===== config.mk =====
export PLATFORM = sky130hd
export DESIGN_NAME = tfb_queue
export DESIGN_NICKNAME = d
export VERILOG_FILES = /design/src/sv/tfb_pkg.sv /design/src/sv/tfb_queue.sv
export SDC_FILE = /design/constraint.sdc
export NUM_CORES = 1
export LEC_CHECK = 0
export ABC_AREA = 1
export ABC_CLOCK_PERIOD_IN_PS = 1700
export BUFFER_PORTS_ARGS = -buffer_cell sky130_fd_sc_hd__clkbuf_2
export CORE_UTILIZATION = 51
export CTS_CLUSTER_DIAMETER = 100
export DETAILED_ROUTE_END_ITERATION = 10
export GPL_ROUTABILITY_DRIVEN = 0
export GPL_TIMING_DRIVEN = 0
export MAX_ROUTING_LAYER = met4
export PLACE_DENSITY = 0.86
export SYNTH_ARGS = -nofsm -noshare
export SYNTH_HDL_FRONTEND = slang
export SYNTH_SLANG_ARGS = --single-unit

===== constraint.sdc =====
create_clock -name clk -period 1.7 [get_ports clk]
set_clock_uncertainty 0.1 [all_clocks]
set_input_delay 0.34 -clock clk [delete_from_list [all_inputs] [get_ports clk]]
set_output_delay 0.34 -clock clk [all_outputs]
set_load 0.005 [all_outputs]

===== src/sv/tfb_pkg.sv =====
// Package for the two-reader fanout buffer: sizes, mode codes, result record
// and pointer helpers shared by the front, queue and back modules.
// No dependencies.
package tfb_pkg;

  // Ring store geometry
  localparam int unsigned TFB_DEPTH = 4096;
  localparam int unsigned PTR_W     = $clog2(TFB_DEPTH);
  localparam logic [PTR_W-1:0] PTR_LAST = PTR_W'(TFB_DEPTH - 1);

  // Field widths
  localparam int unsigned MODE_W = 2;
  localparam int unsigned BYTE_W = 8;
  localparam int unsigned WAIT_W = 12;

  // Result queue between front and back
  localparam int unsigned QDEPTH = 4;
  localparam int unsigned QIDX_W = $clog2(QDEPTH);
  localparam int unsigned QCNT_W = $clog2(QDEPTH + 1);

  // Mode codes carried on the input channel
  localparam logic [MODE_W-1:0] MODE_PUSH        = 2'd0;
  localparam logic [MODE_W-1:0] MODE_TAKE_FIRST  = 2'd1;
  localparam logic [MODE_W-1:0] MODE_TAKE_SECOND = 2'd2;

  typedef struct packed {
    logic [BYTE_W-1:0] data_out;
    logic              ok;
    logic [WAIT_W-1:0] first_waiting;
    logic [WAIT_W-1:0] second_waiting;
  } res_t;

  // Front to queue: one finished result per cycle at most
  typedef struct packed {
    logic valid;
    res_t res;
  } res_push_t;

  // Queue head as seen by the back end
  typedef struct packed {
    logic valid;
    res_t res;
  } q_head_t;

  // Advance a ring pointer with wrap
  function automatic logic [PTR_W-1:0] ptr_inc(input logic [PTR_W-1:0] p);
    return (p == PTR_LAST) ? '0 : p + PTR_W'(1);
  endfunction

  // Unread bytes between a read pointer and the write pointer
  function automatic logic [PTR_W-1:0] ptr_dist(input logic [PTR_W-1:0] w,
                                                input logic [PTR_W-1:0] r);
    logic [PTR_W:0] diff;
    diff = {1'b0, w} - {1'b0, r};
    if (w < r) begin
      diff = diff + (PTR_W+1)'(TFB_DEPTH);
    end
    return diff[PTR_W-1:0];
  endfunction

endpackage


===== src/sv/tfb_queue.sv =====
// Short result queue between front and back end; lets each side stall alone.
// Depends on tfb_pkg.
module tfb_queue
  import tfb_pkg::*;
(
  input  logic              clk,
  input  logic              rst_n,
  input  res_push_t         res_push,
  input  logic              pop,
  output q_head_t           q_head,
  output logic [QCNT_W-1:0] q_count
);

  res_t              slot_r [QDEPTH];
  logic [QIDX_W-1:0] head_r, head_nxt;
  logic [QIDX_W-1:0] tail_r, tail_nxt;
  logic [QCNT_W-1:0] cnt_r, cnt_nxt;
  logic              do_pop;

  function automatic logic [QIDX_W-1:0] idx_inc(input logic [QIDX_W-1:0] i);
    return (i == QIDX_W'(QDEPTH - 1)) ? '0 : i + QIDX_W'(1);
  endfunction

  assign do_pop = pop && (cnt_r != '0);

  // Advance head, tail and fill count
  always_comb begin
    head_nxt = do_pop ? idx_inc(head_r) : head_r;
    tail_nxt = res_push.valid ? idx_inc(tail_r) : tail_r;
    cnt_nxt  = cnt_r;
    if (res_push.valid && !do_pop) begin
      cnt_nxt = cnt_r + QCNT_W'(1);
    end else if (!res_push.valid && do_pop) begin
      cnt_nxt = cnt_r - QCNT_W'(1);
    end
  end

  always_ff @(posedge clk) begin
    if (!rst_n) begin
      head_r <= '0;
      tail_r <= '0;
      cnt_r  <= '0;
    end else begin
      head_r <= head_nxt;
      tail_r <= tail_nxt;
      cnt_r  <= cnt_nxt;
    end
  end

  // Store incoming results
  always_ff @(posedge clk) begin
    if (res_push.valid) begin
      slot_r[tail_r] <= res_push.res;
    end
  end

  assign q_head.valid = (cnt_r != '0);
  assign q_head.res   = slot_r[head_r];
  assign q_count      = cnt_r;

endmodule


==> results_dict.tcl, run 1 <==
set metrics [dict create \
    worst_pin_slew_ns 0.353 \
    ff2ff_path_depth 11 \
    finalCritPeriodShare_pct 126 \
    pre_cts_slack_ns -0.401 \
    drv_slew 0 \
    clock-sinks 141 \
    cts_buffers 17 \
    cp_slowest_cell "dfxtp_4" \
    drive_gt1_share_pct 40.1 \
    p_leak_nw 2.84 \
    p_clk_share_pct 33.3 \
    crit_buf_inv 4 \
    synth_area_per_cell_um2 14.1 \
    nets 582 \
    fill_cells 623 \
    antenna_cells 0 \
    peakVddDrop_uv 829 \
    core_area_um2 10300 \
    max_stage_delay_ns 0.42 \
    worstPathRequired_ns 1.26 \
    clk_latency_ns 0.53 \
    yosysSeqAreaShare_pct 76.8 \
    synth_cell_types 22 \
    wl_per_cell_um 20.3 \
    syn_nets 426 \
    synth.area.top_cells "edfxtp_1 (74%), nor2_1 (5.3%), o21ai_0 (4.6%)" \
    crit_family "buffers and inverters" \
    dp_hpwl_mm 6.63 \
    pwr-share-seq_pct 35.5 \
    syn_to_final_growth_pct 41.9 \
    crit_type "reg -> out" \
    critPathLaunchType "register" \
    power.internal_w 0.00818 \
    drtIter0Drc 273 \
    yosysTopAreaCellShare_pct 73.5 \
    p_switching_w 0.00358 \
    grt_pass1_wl_mm 19.5 \
    rsz0062_at_grt "yes" \
    setup_slack_ns -0.436 \
    grt_start_max_net_pins 18 \
    num_vias 3884 \
    synth_area_um2 5390 \
    clock.fmax_mhz 468 \
    max-cap-violations 0 \
    drc_errors 0 \
    finalWorstPathRequiredPeriod_ns 2.14 \
    antenna_found_initial 0 \
    arrival_ns 1.70 \
    dieHeight_um 105 \
    p_total_w 0.0118 \
    cts_max_path_buffers 2 \
    viasPerCell 5.65 \
    hold_viol_final 0 \
    cp-end-kind "output port" \
    run_status "finished, violations left" \
    power.density_nw_per_um2 1540 \
    die_area_um2 11000 \
    track_usage_pct 25.2 \
    violations "negative setup slack" \
    syn_inst 382 \
    root_buffer "clkbuf_8" \
    critical_path_depth 6 \
    crit_fanout 10 \
    maxSlewHeadroom_pct 76.2 \
    comb_power_share_pct 31.2 \
    path_cells "inv_6 > buf_12 > buf_8 > o21ai_1 > o22ai_1 > buf_2" \
    clkTransAtPathRegs_ns 0.06 \
    r2r_setup_slack_ns 0.02 \
    dr.pass1.iters 5 \
    dieWidth_um 105 \
    whs_path_depth 4 \
    finalWirelength_mm 13.9 \
    worstHoldPathType "in -> reg" \
    drtAntennaViolNets 0 \
    setup_violations 33 \
    synth_top_area_cell "edfxtp_1" \
    yosysWarnings 0 \
    io_pins 74 \
    floorplan.initialDensity_pct 52.5 \
    tritoncts "done" \
    portBuffers 73 \
    synth-seq-cells 141 \
    rows 37 \
    grt_pass1_vias 3830 \
    swShare_pct 30.4 \
    h-tree-depth 4 \
    grt-ovfl-total 0 \
]
==> area by class of cell <==
cell class                      count  area, um^2  area share (%)
Sequential cell                   141        4160            54.4
Clock inverter                     14         208            2.71
Buffer                             20         254            3.32
Timing Repair Buffer              133        1050            13.8
Inverter                           16        85.1            1.11
Tap cell                          136         170            2.22
Timing Repair inverter              4        30.0           0.392
Multi-Input combinational cell    205        1270            16.6
Clock buffer                       18         418            5.46
==> state kept, by name, indices dropped and copies added (netlist names), named ones only <==
signal,flops
head_r,2
q_count,3
slot_r,132
tail_r,2
==> routing by layer <==
metal	track usage [%]	wire length (um)	up-vias
met5	-	0	-
li1	-	-	1726
met2	41.8	7230	217
met1	29.5	5280	1907
met3	5.80	1110	34
met4	10.9	314	0
==> cell usage in the layout (no fill, tap or decap), types with 2 or more instances in the layout <==
master,instances
clkbuf_16,20
ha_1,4
clkinv_4,3
bufinv_16,4
o21ai_2,14
inv_4,2
o22ai_2,12
buf_4,18
o21ai_1,19
o22ai_1,21
clkbuf_2,54
nor2_4,3
buf_6,10
clkinvlp_4,10
nor2_2,12
dfxtp_2,2
dfxtp_4,4
nand2_1,7
nand2_2,4
inv_6,5
dfxtp_1,3
buf_2,19
nand2_4,2
edfxtp_1,132
o21ai_4,2
a21oi_1,3
o21ai_0,33
inv_1,8
nor2_1,61
buf_12,6
dlygate4sd3_1,34
buf_8,7
==> synth_stat cells, drive strengths merged <==
cell type,n
o22ai,33
clkbuf,3
edfxtp,132
inv,16
nand3,1
o21ai,68
nand4,1
dfxtp,9
a21oi,3
fa,1
xor2,1
nor3,1
buf,17
ha,6
nand3b,1
nor2,76
nand2,13
==> final timing paths <==
kind | startpoint | endpoint
worst max register to register | q_count[0] | q_count[2]
worst min register to register | tail_r[1] | tail_r[1]
worst min-delay path | pop | register
worst max-delay path | register | q_head[5]
==> kinds of logic (layout without fill, tap and decap cells) <==
logic type / Yosys count / after routing / synth area share (%)
flops: 141 / 141 / 76.8
compound gates: 104 / 104 / 10.4
simple gates: 93 / 93 / 6.64
buf+inv: 36 / 205 / 4.18
fa+ha+maj: 7 / 7 / 1.76
xor+xnor: 1 / 1 / 0.162
==> power groups by stage <==
stage	Clock, W	Combinational (W)	Sequential [W]
after floorplan	0	0.00146	0.00418
after global placement	0	0.00239	0.00419
after detailed placement	0	0.00249	0.00420
after CTS	0.00391	0.00302	0.00413
after global routing	0.00407	0.00394	0.00419
final	0.00391	0.00367	0.00417
==> timing repair <==
action	CTS	global route
hold buffers	34	0
pin swaps	12	41
cloned	5	4
hold endpoints to repair	137	0
setup endpoints to repair	167	69
gates resized for setup	47	99
setup buffers	17	4
==> worst reg2reg max path, stage by stage, from the launching register on <==
cell	delay [ns]
dfxtp_4	0.35
nor2_4	0.12
nand2_4	0.07
nand2_4	0.08
ha_4	0.14
inv_4	0.04
fa_2	0.36
inv_2	0.07
nand2_2	0.06
nand4_1	0.07
nand2_1	0.06
nor2_1	0.10
==> metrics by stage <==
step	hold slack (ns)	setup TNS (ns)	instance area [um^2]	instances	utilization (%)
2_1_floorplan	0.339	0	5420	382	-
3_3_place_gp	0.405	-40.77	5950	591	57.9
3_5_place_dp	0.418	-48.64	5950	591	57.9
4_1_cts	0.0506	-11.57	7260	679	70.7
5_1_grt	0.109	-14.05	7650	687	74.5
6_report	0.101	-11.92	7650	687	74.5
Power figures use the tool's default switching activity.
==> run 2: changes to the inputs <==
--- a/config.mk
+++ b/config.mk
@@ -5,7 +5,6 @@
 export SDC_FILE = /design/constraint.sdc
 export NUM_CORES = 1
 export LEC_CHECK = 0
-export ABC_AREA = 1
 export ABC_CLOCK_PERIOD_IN_PS = 1700
 export BUFFER_PORTS_ARGS = -buffer_cell sky130_fd_sc_hd__clkbuf_2
 export CORE_UTILIZATION = 51
==> results_dict.tcl, run 2 <==
set metrics [dict create \
    run_status "finished, violations left" \
    violations "negative setup slack" \
    synth-seq-cells 141 \
    yosysSeqAreaShare_pct 78.7 \
    drv_slew 0 \
    dieWidth_um 104 \
    wl_per_cell_um 18.3 \
    syn_nets 263 \
    io_pins 74 \
    nets 397 \
    grt_pass1_vias 2754 \
    grt-ovfl-total 0 \
    clk_latency_ns 0.52 \
    root_buffer "clkbuf_8" \
    pwr-share-seq_pct 41.0 \
    worst_pin_slew_ns 0.531 \
    num_vias 2619 \
    clock.fmax_mhz 448 \
    rows 36 \
    grt_pass1_wl_mm 14.3 \
    peakVddDrop_uv 716 \
    critPathLaunchType "register" \
    max_stage_delay_ns 0.49 \
    r2r_setup_slack_ns -0.26 \
    drtIter0Drc 116 \
    syn_inst 219 \
    drtAntennaViolNets 0 \
    h-tree-depth 4 \
    p_clk_share_pct 37.7 \
    cts_max_path_buffers 2 \
    yosysWarnings 0 \
    cp_slowest_cell "mux4_2" \
    synth_cell_types 25 \
    synth_area_per_cell_um2 24.0 \
    p_total_w 0.00999 \
    arrival_ns 1.79 \
    finalCritPeriodShare_pct 131 \
    synth.area.top_cells "edfxtp_1 (75%), mux4_2 (13%), dfxtp_1 (3.4%)" \
    worstHoldPathType "in -> reg" \
    cts_buffers 17 \
    antenna_found_initial 0 \
    crit_fanout 8 \
    portBuffers 72 \
    p_leak_nw 2.45 \
    yosysMostFrequentCell "edfxtp_1" \
    hold_slack_ns 0.121 \
    worstPathRequired_ns 1.26 \
    final_common_cell "edfxtp_1" \
    drc_errors 0 \
    largest_reg_flops 132 \
    final_cell_mix "edfxtp_1 (132), clkbuf_2 (69), dlygate4sd3_1 (33)" \
    setup_violations 36 \
    ys.flop_type "edfxtp_1" \
    cp-end-kind "output port" \
    grt_start_max_net_pins 34 \
    async_reset_ff_share_pct 0 \
    antenna_cells 0 \
    floorplan.initialDensity_pct 53.1 \
    track_usage_pct 18.9 \
    core_area_um2 9910 \
    crit_buf_inv 3 \
    p_switching_w 0.00232 \
    tns_ns -17.48 \
    setup_slack_ns -0.533 \
    crit_type "reg -> out" \
    clkTransAtPathRegs_ns 0.06 \
    comb_power_share_pct 21.3 \
    path_cells "buf_12 > clkbuf_16 > mux4_2 > clkbuf_2" \
    clock-sinks 141 \
    max-cap-violations 0 \
    tritoncts "done" \
    power.density_nw_per_um2 1440 \
    synth-edff-count 132 \
    crit_family "multiplexers" \
    synth_top_area_cell "edfxtp_1" \
    syn_to_final_growth_pct 31.6 \
    synth_area_um2 5260 \
    dieHeight_um 104 \
    dr.pass1.iters 4 \
    maxSlewHeadroom_pct 64.6 \
    die_area_um2 10700 \
    final_area_um2 6920 \
    viasPerCell 5.25 \
    dp_hpwl_mm 4.98 \
    finalWirelength_mm 9.15 \
    yosys-top-cells-count "edfxtp_1 (132), mux4_2 (30), dfxtp_1 (9)" \
    top_register "slot_r" \
    power.internal_w 0.00767 \
    placed_area_um2 5820 \
    finalWorstPathRequiredPeriod_ns 2.23 \
    yosysTopAreaCellShare_pct 75.3 \
    rsz0062_at_grt "yes" \
    drive_gt1_share_pct 45.1 \
    swShare_pct 23.3 \
    hold_viol_final 0 \
]
==> run 2: cell count changes after synthesis, sizes merged, moves of 10 or more <==
cell and change:
nor2 -74, o21ai -65, o22ai -33, inv -13
mux4 +33, buf -10, nand2 -11
==> run 2: metal layers <==
layer | vias to the layer above | part of all wire [%] | track usage, %
li1 | 1184 | - | -
met5 | - | 0 | -
met2 | 65 | 53 | 30.7
met1 | 1358 | 43 | 22.5
met3 | 12 | 3.2 | 4.47
met4 | 0 | 1.4 | 8.80
==> run 2: layout make-up <==
| class | instances | area (um^2) |
|---|---|---|
| sequential | 141 | 4150 |
| fill | 644 | 2990 |
| multi-input combinational | 66 | 1030 |
| timing repair buffer | 116 | 840 |
| clock buffer | 18 | 418 |
| clock inverter | 14 | 193 |
| tap | 133 | 166 |
| buffer | 8 | 106 |
| inverter | 3 | 11.3 |
==> run 2: power groups by stage <==
stage | clock [W] | sequential [W] | combinational, W
after floorplan | 0 | 0.00414 | 0.00116
after global placement | 0 | 0.00415 | 0.00172
after detailed placement | 0 | 0.00417 | 0.00175
after CTS | 0.00382 | 0.00410 | 0.00198
after global routing | 0.00397 | 0.00411 | 0.00230
final | 0.00377 | 0.00410 | 0.00212
==> run 2: final timing paths <==
path,cells after the start,start,endpoint
max,4,register,q_head[2]
min,2,rst_n,tail_r[0]
max reg2reg,7,q_count[1],q_count[2]
min reg2reg,2,q_count[2],q_count[2]
==> run 2: worst reg2reg max path, stage by stage, from the launching register on <==
cell	delay [ns]
dfxtp_4	0.36
o31ai_4	0.26
ha_2	0.23
inv_2	0.05
fa_2	0.33
xor2_1	0.15
or3_1	0.31
a21boi_1	0.12
==> run 2: repair_timing <==
item	4_1_cts	5_1_grt
gates cloned	1	2
setup buffers	6	3
hold endpoints to repair	132	0
pin swaps	5	4
endpoints found under the setup margin	168	37
gates resized for setup	12	9
hold buffers	33	0
==> run 2: kinds of logic after synthesis <==
group	synth area share (%)
muxes	14.7
and+or+nand+nor	1.69
xor gates and xnor gates	0.333
adders and majority gates	1.81
buffers and inverters	2.00
DFF	78.7
AOI/OAI and AO/OA	0.713
==> run 2: per-stage QoR <==
| step | util, % | setup WS, ns | instances |
|---|---|---|---|
| after floorplan | - | -0.250 | 219 |
| after global placement | 58.7 | -0.318 | 424 |
| after detailed placement | 58.7 | -0.372 | 424 |
| after CTS | 69.1 | -0.591 | 495 |
| after global routing | 69.9 | -0.598 | 499 |
| final | 69.9 | -0.533 | 499 |
